===== src/rtl/lossy_pixel_rle_encoder_assert.svh =====
// Assertion macros shared by the run-length encoder RTL.
// No dependencies; included by the modules that carry checks.
`ifndef LOSSY_PIXEL_RLE_ENCODER_ASSERT_SVH
`define LOSSY_PIXEL_RLE_ENCODER_ASSERT_SVH

// Same-cycle implication, disabled while reset is asserted
`define LPRE_ASSERT_NOW(label, clk, rst_n, ante, cons, msg) \
    label: assert property (@(posedge clk) disable iff (!(rst_n)) (ante) |-> (cons)) \
        else $error(msg);

// Next-cycle implication, disabled while reset is asserted
`define LPRE_ASSERT_NEXT(label, clk, rst_n, ante, cons, msg) \
    label: assert property (@(posedge clk) disable iff (!(rst_n)) (ante) |=> (cons)) \
        else $error(msg);

`endif


===== src/rtl/lpre_pkg.sv =====
// Package for the lossy pixel run-length encoder: types, constants, mask table.
// No dependencies; imported by every module of the block.
`timescale 1ns / 1ps

package lpre_pkg;

    // Register map (index = paddr[3:2])
    localparam int          PADDR_W      = 4;
    localparam logic [1:0]  REG_QUALITY  = 2'd0;
    localparam logic [1:0]  REG_LOSSLESS = 2'd1;
    localparam logic [1:0]  REG_HAS_ALPHA = 2'd2;

    localparam logic [2:0]  QUALITY_RESET = 3'd3;

    // Extra-repeat limits per mode
    localparam logic [7:0]  RGBA_RUN_LIMIT = 8'h7F;
    localparam logic [7:0]  RGB_RUN_LIMIT  = 8'd255;

    // Queue between front and back
    localparam int QUEUE_DEPTH = 4;
    localparam int QIDX_W      = $clog2(QUEUE_DEPTH);
    localparam int QCNT_W      = $clog2(QUEUE_DEPTH + 1);

    typedef struct packed {
        logic [2:0] quality_level;
        logic       lossless_mode;
        logic       has_alpha;
    } cfg_t;

    // One run word as it leaves the block
    typedef struct packed {
        logic [7:0] run_red;
        logic [7:0] run_green;
        logic [7:0] run_blue;
        logic [7:0] run_byte;
        logic       final_word;
    } word_t;

    // Work for one pixel: an optional closing word, then an optional final word
    typedef struct packed {
        logic  close_valid;
        word_t close_word;
        logic  flush_valid;
        word_t flush_word;
    } entry_t;

    typedef struct packed {
        logic full;
        logic empty;
    } q_stat_t;

    typedef struct packed {
        logic [7:0] red;
        logic [7:0] green;
        logic [7:0] blue;
    } mask_t;

    // Per-level color masks; out-of-range levels behave as level 1
    function automatic mask_t level_mask(input logic [2:0] lvl);
        mask_t m;
        unique case (lvl)
            3'd0:    m = '{red: 8'hFF, green: 8'hFF, blue: 8'hFF};
            3'd1:    m = '{red: 8'hFE, green: 8'hFF, blue: 8'hFE};
            3'd2:    m = '{red: 8'hFC, green: 8'hFE, blue: 8'hFC};
            3'd3:    m = '{red: 8'hF8, green: 8'hFC, blue: 8'hF8};
            3'd4:    m = '{red: 8'hF0, green: 8'hF8, blue: 8'hF0};
            3'd5:    m = '{red: 8'hE0, green: 8'hF0, blue: 8'hE0};
            default: m = '{red: 8'hFE, green: 8'hFF, blue: 8'hFE};
        endcase
        return m;
    endfunction

    // Count byte: alpha flag in bit 7 for RGBA, full count for RGB
    function automatic logic [7:0] count_byte(input logic has_alpha,
                                              input logic [7:0] count,
                                              input logic [7:0] alpha);
        return has_alpha ? {(alpha != 8'd0), count[6:0]} : count;
    endfunction

endpackage


===== src/rtl/lossy_pixel_rle_encoder.sv =====
// Lossy pixel run-length encoder: top level with the APB register block.
// Depends on lpre_pkg, lpre_front, lpre_queue and lpre_back.
`timescale 1ns / 1ps

// Usage:
// One pixel (s_red/s_green/s_blue/s_alpha, s_last_pixel) per s_ beat.
// Each closed run leaves as one m_ beat: the run's first pixel color, a
// count byte of extra repeats (bit 7 = alpha nonzero in RGBA mode) and
// m_final_word on the word that ends the image.
// Throughput: one pixel per clock while the queue is not full; a pixel that
// both closes a run and ends the image yields two words.
// A word caused by a pixel is written into the queue and then loaded into
// the output register, where it is valid and can leave given a free output;
// the second word of a pair waits behind it in a pending register.
// The output register sets the rate: one word per cycle with m_ready high.
// When m_ready is low, words collect in a four-entry queue; s_ready falls
// once it is full and rises again as the receiver drains it.
// Registers (APB, byte address 4*i): quality_level, lossless_mode,
// has_alpha. Write them only while the block is idle.
// Reset (aresetn low, synchronous) empties the queue, drops any open run and
// loads quality_level=3, lossless_mode=0, has_alpha=1.
module lossy_pixel_rle_encoder
    import lpre_pkg::*;
(
    input  logic               aclk,
    input  logic               aresetn,
    // APB register port
    input  logic               psel,
    input  logic               penable,
    input  logic               pwrite,
    input  logic [PADDR_W-1:0] paddr,
    input  logic [31:0]        pwdata,
    output logic [31:0]        prdata,
    output logic               pready,
    // Pixel channel
    input  logic [7:0]         s_red,
    input  logic [7:0]         s_green,
    input  logic [7:0]         s_blue,
    input  logic [7:0]         s_alpha,
    input  logic               s_last_pixel,
    input  logic               s_valid,
    output logic               s_ready,
    // Run word channel
    output logic [7:0]         m_run_red,
    output logic [7:0]         m_run_green,
    output logic [7:0]         m_run_blue,
    output logic [7:0]         m_run_byte,
    output logic               m_final_word,
    output logic               m_valid,
    input  logic               m_ready
);

    cfg_t    cfg_reg;
    logic    cfg_wr;
    logic    push;
    logic    pop;
    entry_t  push_entry;
    entry_t  head;
    q_stat_t q_stat;
    word_t   m_word;

    assign pready = 1'b1;
    assign cfg_wr = psel && penable && pwrite && pready;

    // Register writes
    always_ff @(posedge aclk) begin
        if (!aresetn) begin
            cfg_reg.quality_level <= QUALITY_RESET;
            cfg_reg.lossless_mode <= 1'b0;
            cfg_reg.has_alpha     <= 1'b1;
        end else if (cfg_wr) begin
            unique case (paddr[3:2])
                REG_QUALITY:   cfg_reg.quality_level <= pwdata[2:0];
                REG_LOSSLESS:  cfg_reg.lossless_mode <= pwdata[0];
                REG_HAS_ALPHA: cfg_reg.has_alpha     <= pwdata[0];
                default:       ;
            endcase
        end
    end

    // Register reads
    always_comb begin
        unique case (paddr[3:2])
            REG_QUALITY:   prdata = {29'd0, cfg_reg.quality_level};
            REG_LOSSLESS:  prdata = {31'd0, cfg_reg.lossless_mode};
            REG_HAS_ALPHA: prdata = {31'd0, cfg_reg.has_alpha};
            default:       prdata = 32'd0;
        endcase
    end

    lpre_front u_front (
        .aclk         (aclk),
        .aresetn      (aresetn),
        .cfg          (cfg_reg),
        .s_red        (s_red),
        .s_green      (s_green),
        .s_blue       (s_blue),
        .s_alpha      (s_alpha),
        .s_last_pixel (s_last_pixel),
        .s_valid      (s_valid),
        .s_ready      (s_ready),
        .q_stat       (q_stat),
        .push         (push),
        .push_entry   (push_entry)
    );

    lpre_queue u_queue (
        .aclk       (aclk),
        .aresetn    (aresetn),
        .push       (push),
        .push_entry (push_entry),
        .pop        (pop),
        .head       (head),
        .q_stat     (q_stat)
    );

    lpre_back u_back (
        .aclk    (aclk),
        .aresetn (aresetn),
        .head    (head),
        .q_stat  (q_stat),
        .pop     (pop),
        .m_word  (m_word),
        .m_valid (m_valid),
        .m_ready (m_ready)
    );

    assign m_run_red    = m_word.run_red;
    assign m_run_green  = m_word.run_green;
    assign m_run_blue   = m_word.run_blue;
    assign m_run_byte   = m_word.run_byte;
    assign m_final_word = m_word.final_word;

endmodule


===== src/rtl/lpre_front.sv =====
// Front end: accepts pixels, tracks the open run and queues the words to emit.
// Depends on lpre_pkg and lossy_pixel_rle_encoder_assert.svh.
`timescale 1ns / 1ps
`include "lossy_pixel_rle_encoder_assert.svh"

module lpre_front
    import lpre_pkg::*;
(
    input  logic       aclk,
    input  logic       aresetn,
    input  cfg_t       cfg,
    input  logic [7:0] s_red,
    input  logic [7:0] s_green,
    input  logic [7:0] s_blue,
    input  logic [7:0] s_alpha,
    input  logic       s_last_pixel,
    input  logic       s_valid,
    output logic       s_ready,
    input  q_stat_t    q_stat,
    output logic       push,
    output entry_t     push_entry
);

    logic [7:0] run_red_reg, run_green_reg, run_blue_reg, run_alpha_reg;
    logic [7:0] run_red_next, run_green_next, run_blue_next, run_alpha_next;
    logic [7:0] run_count_reg, run_count_next;
    logic       run_open_reg, run_open_next;

    logic       accept;
    logic       join_run;
    logic       color_match;
    logic       below_limit;
    mask_t      mask;

    assign s_ready = !q_stat.full;
    assign accept  = s_valid && s_ready;

    // Masked compare against the run's first pixel
    always_comb begin
        mask = level_mask(cfg.lossless_mode ? 3'd0 : cfg.quality_level);
        color_match = ((run_red_reg   & mask.red)   == (s_red   & mask.red))
                   && ((run_green_reg & mask.green) == (s_green & mask.green))
                   && ((run_blue_reg  & mask.blue)  == (s_blue  & mask.blue))
                   && (!cfg.has_alpha || (run_alpha_reg == s_alpha));
        below_limit = run_count_reg < (cfg.has_alpha ? RGBA_RUN_LIMIT : RGB_RUN_LIMIT);
        join_run    = run_open_reg && below_limit && color_match;
    end

    // Next run state
    always_comb begin
        run_red_next   = join_run ? run_red_reg   : s_red;
        run_green_next = join_run ? run_green_reg : s_green;
        run_blue_next  = join_run ? run_blue_reg  : s_blue;
        run_alpha_next = join_run ? run_alpha_reg : s_alpha;
        run_count_next = join_run ? run_count_reg + 8'd1 : 8'd0;
        run_open_next  = !s_last_pixel;
    end

    // Words caused by this pixel
    always_comb begin
        push_entry.close_valid           = run_open_reg && !join_run;
        push_entry.close_word.run_red    = run_red_reg;
        push_entry.close_word.run_green  = run_green_reg;
        push_entry.close_word.run_blue   = run_blue_reg;
        push_entry.close_word.run_byte   = count_byte(cfg.has_alpha, run_count_reg,
                                                      run_alpha_reg);
        push_entry.close_word.final_word = 1'b0;
        push_entry.flush_valid           = s_last_pixel;
        push_entry.flush_word.run_red    = run_red_next;
        push_entry.flush_word.run_green  = run_green_next;
        push_entry.flush_word.run_blue   = run_blue_next;
        push_entry.flush_word.run_byte   = count_byte(cfg.has_alpha, run_count_next,
                                                      run_alpha_next);
        push_entry.flush_word.final_word = 1'b1;
        push = accept && (push_entry.close_valid || push_entry.flush_valid);
    end

    // Run color registers
    always_ff @(posedge aclk) begin
        if (accept) begin
            run_red_reg   <= run_red_next;
            run_green_reg <= run_green_next;
            run_blue_reg  <= run_blue_next;
            run_alpha_reg <= run_alpha_next;
        end
    end

    // Run control
    always_ff @(posedge aclk) begin
        if (!aresetn) begin
            run_count_reg <= 8'd0;
            run_open_reg  <= 1'b0;
        end else if (accept) begin
            run_count_reg <= s_last_pixel ? 8'd0 : run_count_next;
            run_open_reg  <= run_open_next;
        end
    end

    `LPRE_ASSERT_NEXT(a_last_closes_run, aclk, aresetn, accept && s_last_pixel,
        !run_open_reg && (run_count_reg == 8'd0), "run left open after last pixel")
    `LPRE_ASSERT_NOW(a_idle_count_zero, aclk, aresetn, !run_open_reg,
        run_count_reg == 8'd0, "repeat count nonzero with no open run")

endmodule


===== src/rtl/lpre_queue.sv =====
// Short queue of per-pixel word entries between front and back.
// Depends on lpre_pkg and lossy_pixel_rle_encoder_assert.svh.
`timescale 1ns / 1ps
`include "lossy_pixel_rle_encoder_assert.svh"

module lpre_queue
    import lpre_pkg::*;
(
    input  logic    aclk,
    input  logic    aresetn,
    input  logic    push,
    input  entry_t  push_entry,
    input  logic    pop,
    output entry_t  head,
    output q_stat_t q_stat
);

    entry_t             q_mem_reg [QUEUE_DEPTH];
    logic [QIDX_W-1:0]  wr_ptr_reg, wr_ptr_next;
    logic [QIDX_W-1:0]  rd_ptr_reg, rd_ptr_next;
    logic [QCNT_W-1:0]  count_reg, count_next;

    assign head         = q_mem_reg[rd_ptr_reg];
    assign q_stat.full  = count_reg == QCNT_W'(QUEUE_DEPTH);
    assign q_stat.empty = count_reg == '0;

    // Pointer and fill bookkeeping
    always_comb begin
        wr_ptr_next = wr_ptr_reg;
        rd_ptr_next = rd_ptr_reg;
        count_next  = count_reg;
        if (push) begin
            wr_ptr_next = (wr_ptr_reg == QIDX_W'(QUEUE_DEPTH - 1)) ? '0
                                                                   : wr_ptr_reg + 1'b1;
        end
        if (pop) begin
            rd_ptr_next = (rd_ptr_reg == QIDX_W'(QUEUE_DEPTH - 1)) ? '0
                                                                   : rd_ptr_reg + 1'b1;
        end
        if (push && !pop) begin
            count_next = count_reg + 1'b1;
        end else if (pop && !push) begin
            count_next = count_reg - 1'b1;
        end
    end

    always_ff @(posedge aclk) begin
        if (push) begin
            q_mem_reg[wr_ptr_reg] <= push_entry;
        end
    end

    always_ff @(posedge aclk) begin
        if (!aresetn) begin
            wr_ptr_reg <= '0;
            rd_ptr_reg <= '0;
            count_reg  <= '0;
        end else begin
            wr_ptr_reg <= wr_ptr_next;
            rd_ptr_reg <= rd_ptr_next;
            count_reg  <= count_next;
        end
    end

    `LPRE_ASSERT_NOW(a_no_overflow, aclk, aresetn, push, !q_stat.full || pop,
        "push into full queue")
    `LPRE_ASSERT_NOW(a_no_underflow, aclk, aresetn, pop, !q_stat.empty,
        "pop from empty queue")
    `LPRE_ASSERT_NOW(a_entry_has_word, aclk, aresetn, push,
        push_entry.close_valid || push_entry.flush_valid, "queued entry carries no word")

endmodule


===== src/rtl/lpre_back.sv =====
// Back end: expands queued entries into run words and holds the output register.
// Depends on lpre_pkg and lossy_pixel_rle_encoder_assert.svh.
`timescale 1ns / 1ps
`include "lossy_pixel_rle_encoder_assert.svh"

module lpre_back
    import lpre_pkg::*;
(
    input  logic    aclk,
    input  logic    aresetn,
    input  entry_t  head,
    input  q_stat_t q_stat,
    output logic    pop,
    output word_t   m_word,
    output logic    m_valid,
    input  logic    m_ready
);

    word_t cur_reg, cur_next;
    word_t pend_reg, pend_next;
    logic  m_valid_reg, m_valid_next;
    logic  pend_valid_reg, pend_valid_next;
    logic  out_free;

    assign out_free = !m_valid_reg || m_ready;
    assign m_word   = cur_reg;
    assign m_valid  = m_valid_reg;

    // Load the output register from the pending word or the queue head
    always_comb begin
        cur_next        = cur_reg;
        pend_next       = pend_reg;
        m_valid_next    = m_valid_reg;
        pend_valid_next = pend_valid_reg;
        pop             = 1'b0;
        if (out_free) begin
            if (pend_valid_reg) begin
                cur_next        = pend_reg;
                m_valid_next    = 1'b1;
                pend_valid_next = 1'b0;
            end else if (!q_stat.empty) begin
                pop          = 1'b1;
                m_valid_next = 1'b1;
                pend_next    = head.flush_word;
                if (head.close_valid) begin
                    cur_next        = head.close_word;
                    pend_valid_next = head.flush_valid;
                end else begin
                    cur_next        = head.flush_word;
                    pend_valid_next = 1'b0;
                end
            end else begin
                m_valid_next = 1'b0;
            end
        end
    end

    always_ff @(posedge aclk) begin
        cur_reg  <= cur_next;
        pend_reg <= pend_next;
    end

    always_ff @(posedge aclk) begin
        if (!aresetn) begin
            m_valid_reg    <= 1'b0;
            pend_valid_reg <= 1'b0;
        end else begin
            m_valid_reg    <= m_valid_next;
            pend_valid_reg <= pend_valid_next;
        end
    end

    `LPRE_ASSERT_NOW(a_pend_behind_cur, aclk, aresetn, pend_valid_reg, m_valid_reg,
        "pending word without a current word")

endmodule

===== config.mk =====
export PLATFORM = sky130hd
export DESIGN_NAME = lossy_pixel_rle_encoder
export DESIGN_NICKNAME = d
export VERILOG_FILES = /design/src/rtl/lpre_pkg.sv /design/src/rtl/lossy_pixel_rle_encoder.sv /design/src/rtl/lpre_front.sv /design/src/rtl/lpre_queue.sv /design/src/rtl/lpre_back.sv
export VERILOG_INCLUDE_DIRS = /design/src /design/src/rtl
export SDC_FILE = /design/constraint.sdc
export NUM_CORES = 1
export LEC_CHECK = 0
export BUFFER_PORTS_ARGS = -buffer_cell sky130_fd_sc_hd__buf_2
export CAP_MARGIN = 20
export CORE_AREA = 2 2 239 123
export DETAILED_ROUTE_END_ITERATION = 16
export DIE_AREA = 0 0 241 125
export PLACE_DENSITY = 0.85
export SLEW_MARGIN = 40
export SYNTH_ARGS = -nofsm -noshare
export SYNTH_HDL_FRONTEND = slang
export SYNTH_HIERARCHICAL = 1
export SYNTH_SLANG_ARGS = --single-unit

===== constraint.sdc =====
create_clock -name aclk -period 5.5 [get_ports aclk]
set_input_delay 1.1 -clock aclk [delete_from_list [all_inputs] [get_ports aclk]]
set_output_delay 1.1 -clock aclk [all_outputs]
set_load 0.05 [all_outputs]

# --- After elaboration in Yosys (flattened, before gate mapping) ---
# Memories as Yosys holds them, arrays and structs flattened. A register that Yosys moved wholly into a read port is not among the register bits.
# Index checks and enable logic that the tools add are counted.
word_totals:
  ff_bits: 121
  mem_bits_rw: 264
  in_bits: 76
  elab_cells: 116
  mem_count: 1
mem_list:
  columns: ["name", "depth", "width", "rd", "rd_ports_with_merged_regs", "wr", "line", "source"]
  rows:
  - ["u_queue.q_mem_reg", 4, 66, 1, 1, 1, "lpre_queue.sv:18", "entry_t q_mem_reg [QUEUE_DEPTH];"]
classes:
  addsub: 5
  order_cmp: 1
  n_eq_ne: 14
  n_mux: 30
  n_bitwise: 8
  n_reduce_logical: 33
op_table:
  columns: ["op", "n"]
  rows:
  - ["21-bit one-hot mux with 5 select lines", 1]
  - ["33-bit two-way mux", 3]
  - ["8-bit two-way mux", 9]
  - ["8-bit bitwise AND", 6]
  - ["8-bit == test", 4]
  - ["8-bit nonzero test", 2]
  - ["1-bit logical AND", 12]
  - ["3-bit == test (second input constant)", 3]
  - ["1-bit two-way mux", 9]
  - ["3-bit two-way mux", 3]
  - ["3-bit one-hot mux with 3 select lines", 1]
  - ["8-bit by 1-bit adder with 8-bit output (second input constant)", 1]
  - ["8-bit < comparator", 1]
  - ["2-bit two-way mux", 4]
  - ["2-bit AND reduction", 4]
  - ["1-bit logical NOT", 7]
  - ["2-bit == test (second input constant)", 3]
  - ["3-bit by 2-bit == test with 1-bit output (second input constant)", 2]
  - ["3-bit logical NOT", 2]
  - ["2-bit by 1-bit adder with 2-bit output (second input constant)", 2]
  - ["3-bit by 1-bit adder with 3-bit output (second input constant)", 1]
  - ["1-bit logical OR", 3]
  - ["3-bit AND reduction", 1]
  - ["3-bit by 1-bit subtractor with 3-bit output (second input constant)", 1]
  - ["5 further kinds", 6]

# --- Logic depth before layout (Yosys ltp) ---
depth:
  depth_word: 17
  mapped_depth: 14
  depth_no_buf: 13

# --- Cells and area by module ---
# Netlist, hierarchy kept.
modules_own_cells:
  columns: ["module", "n_inst", "cells_each", "area_per_inst_um2"]
  rows:
  - ["lpre_queue", 1, 400, 10293.6]
  - ["lpre_back", 1, 188, 2841.5]
  - ["lpre_front", 1, 252, 2686.3]
  - ["lossy_pixel_rle_encoder", 1, 62, 506.7]

# --- Least setup slack after synthesis ---
# Ideal clock, no wire load.
synth_timing:
  path_kind: "input to register"
  start: "input m_ready"
  end: "register u_queue.count_reg[2]"
  setup_time_ns: 0.076
  t_arrival_ns: 5.070
  required_time_ns: 5.424
  slack_ns: 0.355
  cell_stages: 9
  cell_sequence: "and2b_2 > nor3_1 > inv_1 > ha_1 > inv_1 > fa_1 > xor2_1 > or3_1 > a21boi_0"
synth_between:
  elab_chain_cells: 5
  elab_cells_between_ends: 7
synth_lines:
  columns: ["item", "line", "source"]
  rows:
  - ["from (decl)", "lossy_pixel_rle_encoder.sv:50", "input logic m_ready"]
  - ["1-bit logical OR *", "lpre_back.sv:25", "assign out_free = !m_valid_reg || m_ready;"]
  - ["1-bit two-way mux *", "lpre_back.sv:36", "if (out_free) begin"]
  - ["via pop", "lossy_pixel_rle_encoder.sv:56", "logic pop;"]
  - ["1-bit logical NOT", "lpre_queue.sv:40", "if (push && !pop) begin"]
  - ["1-bit logical AND", "lpre_queue.sv:40", null]
  - ["3-bit two-way mux or 2-bit nonzero test (tied branches)", null, null]
  - ["to (signal assigned)", "lpre_queue.sv:61", "count_reg <= count_next;"]
  - ["to (decl)", "lpre_queue.sv:21", "logic [QCNT_W-1:0] count_reg, count_next;"]
# Mark *: on every way through the listed nets, which the timed path passes. The rest lies on a longest branch.
# A chain may end at the register's enable or synchronous reset.

# --- Final worst setup path ---
layout_timing:
  start: "input s_green[3]"
  end: "memory u_queue/q_mem_reg[3][59] (netlist bit) (enable)"
layout_between:
  elab_chain_cells: 12
layout_lines:
  columns: ["item", "line", "source"]
  rows:
  - ["from (decl)", "lossy_pixel_rle_encoder.sv:37", "input logic [7:0] s_green,"]
  - ["8-bit bitwise AND", "lpre_front.sv:42", "&& ((run_green_reg & mask.green) == (s_green & mask.green))"]
  - ["8-bit == test", "lpre_front.sv:42", null]
  - ["1-bit logical AND", "lpre_front.sv:42", null]
  - ["1-bit logical AND", "lpre_front.sv:43", "&& ((run_blue_reg & mask.blue) == (s_blue & mask.blue))"]
  - ["1-bit logical AND", "lpre_front.sv:44", "&& (!cfg.has_alpha || (run_alpha_reg == s_alpha));"]
  - ["1-bit logical AND", "lpre_front.sv:46", "join_run = run_open_reg && below_limit && color_match;"]
  - ["1-bit logical NOT", "lpre_front.sv:61", "push_entry.close_valid = run_open_reg && !join_run;"]
  - ["1-bit logical AND", "lpre_front.sv:61", null]
  - ["1-bit logical OR", "lpre_front.sv:75", "push = accept && (push_entry.close_valid || push_entry.flush_valid);"]
  - ["1-bit logical AND", "lpre_front.sv:75", null]
  - ["via push", "lossy_pixel_rle_encoder.sv:55", "logic push;"]
  - ["1-bit two-way mux", "lpre_queue.sv:48", "if (push) begin"]
  - ["1-bit two-way mux (not written as such)", "lpre_queue.sv:49", "q_mem_reg[wr_ptr_reg] <= push_entry;"]
  - ["to (decl)", "lpre_queue.sv:18", null]
# The timed path passes the listed nets, and every way through them passes these cells.

==> results.md <==
- Crit-path max FO: 25
- Largest net degree at the start of global routing: 72
- Ys async rst share: 0%
- Initial antenna violation count: 2
- Most common cell after layout, fill and taps aside: edfxtp_1
- R2R Setup Slk: 1.55 ns
- Post-Syn Area: 0.01633 mm²
- Max_slew headroom: 48.11%
- DR iter-0 viols: 839
- Synthesis-to-finish area growth: 10.31%
- #FFs+latches synth: 395
- Fin crit period: 4.039 ns
- Delay-heaviest family, CP: compound AO/OA/AOI/OAI gates
- # fillers: 1,968
- Layout Cells excl Fill: 1,394
- Die extent in x: 241 µm
- Synth Area in Compound Gates: 2.881%
- Cell count along the critical path: 9
- Max stage delay on crit path: 0.80 ns
- Global-route wire length before repair: 49.13 mm
- Fin Setup TNS: 0 ns
- Max VDD drop: 0.2669 mV
- Top-level I/O count: 144
- Largest register FFs: 272
- Reg-to-reg endpoint: u_queue/q_mem_reg[3][59]$_DFFE_PP_
- Placer Congestion: 0.8209
- # DRC: 0
- Max_cap viols: 0
- Final wirelength: 31.86 mm
- Critical setup path kind: in2reg
- Slowest-stage cell, CP: and2_2
- Starting Density: 57.70%
- Simple-Gate Fraction of Synth Area: 4.843%
- WL/cell: 22.86 µm
- Fin Hold WS: 0.5162 ns
- Clock Latency Late Sink: 0.51 ns
- Vias in the first global route: 8,255
- Top_reg_cell synth: edfxtp_1
- EDFF count, synth: 370
- Fin area: 0.01801 mm²
- DP Worst Slack: 0.9620 ns
- # Post-CTS Setup Buffers: 0
- CTS Buffer Depth: 3
- Post-DRT Antenna Nets: 0
- Outcome: completed
- Number of vias per cell: 5.874
- Register area share after synthesis: 71.11%
- Finished Core Util: 63.65%
- Cts hold-fix bufs: 0
- DR vias: 8,188
- Clock-pin slew on the worst setup and hold paths: 0.07 ns
- PD cells: 486.2 mW/mm²
- Slew Limit Fails: 0
- Die area: 0.03013 mm²
- Net count, final: 1,063
- Hold Path Origin: u_back/m_valid$_SDFFE_PN0P_
- Final Cycle Share: 73.43%
- Critical Path Source Type: input pin
- RSZ-0062 raised after global routing: false
- Post-Synthesis Mean Instance Area: 18.10 µm²
- Port Buffers: 82
- TritonCTS Buffers: 34
- Yosys cell types: 59
- Layout cells sized above 1: 25.85%
- WP buf/inv: 2
- GR Util All Layers: 21.87%
- Tightest Hold Check Type: reg2reg
- Hold EP: u_back/pend_valid_reg$_SDFFE_PN0P_
- Largest family of logic cells by synthesized area: multiplexers
- Clock root cell: clkbuf_16
- Placed Instance Area: 0.01693 mm²
- Synth Instances: 902
- Arr. time, crit path: 4.24 ns
- Leakage: 6.105 nW
- XOR/XNOR Fraction of Synth Area: 2.092%
- H-tree depth: 2
- Core box area: 0.02830 mm²
- Grt ovf: 0
- TritonRoute pass-1 iters: 5
- Dpl hpwl: 19.18 mm
- Mux cell area share after synthesis: 13.85%
- Yosys warning count: 6
- Die height: 125 µm
- Final setup margin: 1.461 ns
- DP Cell Count: 1,333
- Sink Count: 395
- Tot Pwr: 8.758 mW
- TritonCTS clock tree: done
- Hold path depth: 2
- Fmax: 247.6 MHz
- Post-CTS resize count: 0
- R2R cell count: 9
- Crit-path cells: buf_2 -> xor2_1 -> nor3_1 -> a21o_1 -> o211a_1 -> a21bo_2 -> a21oi_1 -> and2_2 -> buf_4
- Synth Area in Adders: 0.7356%
- Final Hold Viols: 0
- Row cnt: 44
- Setup Skew: 0.01908 ns
- Critical Path RT: 5.70 ns
- Final setup viols: 0
- Most frequent cells in the layout: edfxtp_1 (370), buf_2 (82), mux4_2 (68)
- Worst reg2reg startpoint: u_front/run_count_reg[1]$_SDFFE_PN0P_
- Crit end category: flop
- Worst-Margin Slew: 0.7725 ns
==> cells by family after synthesis <==
logic type      after synthesis
flops                       395
simple gates                148
mux                         130
buf+inv                     104
compound gates               73
xor+xnor                     39
fa+ha+maj                     9
other cells                   4
==> synth_stat cells (8+ instances only) <==
master	count	area share, %
buf_2	8	0.25
nand2_1	53	1.2
mux2_4	22	2.0
xnor2_1	28	1.5
mux2i_1	40	2.5
nand3_1	13	0.40
buf_4	44	2.0
ha_1	8	0.61
nor3_1	15	0.46
mux4_2	68	9.4
edfxtp_1	370	68
o21ai_0	9	0.28
dfxtp_1	25	3.1
nor2_1	16	0.37
clkbuf_1	23	0.53
xor2_1	11	0.59
inv_1	15	0.34
o21ai_1	27	0.83
a21oi_1	8	0.25
==> layer usage <==
layer  GRT usage, %  part of all wire (%)
met5          1.435                  0.22
met4          5.229                   2.0
met3          4.571                   7.6
met2          33.67                    48
met1          32.44                    43
==> final cells by class <==
class                           count  area [µm²]  area share, %
Antenna cell                        1       2.502        0.01389
Clock buffer                       44       919.6          5.106
Clock inverter                     16       156.4         0.8684
Inverter                           15       56.30         0.3126
Multi-Input combinational cell    431        4126          22.91
Sequential cell                   395       11620          64.50
Tap cell                          391       489.2          2.716
Timing Repair Buffer              101       643.1          3.571
==> how the worst max path moves through the flow <==
stage	startpoint	to	slack [ns]
floorplan	m_ready	u_queue/count_reg[2]$_SDFFE_PN0P_	0.35
global placement	s_red[4]	u_queue/q_mem_reg[3][53]$_DFFE_PP_	1.07
detailed placement	s_blue[2]	u_queue/q_mem_reg[3][19]$_DFFE_PP_	0.96
CTS	s_red[4]	u_queue/q_mem_reg[3][59]$_DFFE_PP_	1.44
global route	s_red[4]	u_queue/count_reg[2]$_SDFFE_PN0P_	1.18
finish	s_green[3]	u_queue/q_mem_reg[3][59]$_DFFE_PP_	1.46
==> worst min-delay path, cell delays in order, from the launching register on <==
cell and delay [ns]:
dfxtp_1 0.32, nand4b_1 0.11, o31ai_2 0.06
==> where the power goes <==
| group | internal [mW] | switching [mW] |
|---|---|---|
| logic | 0.760 | 1.52 |
| clock network | 1.33 | 1.02 |
| registers | 3.94 | 0.198 |
| total | 6.02 | 2.73 |
Power figures use the tool's default switching activity.
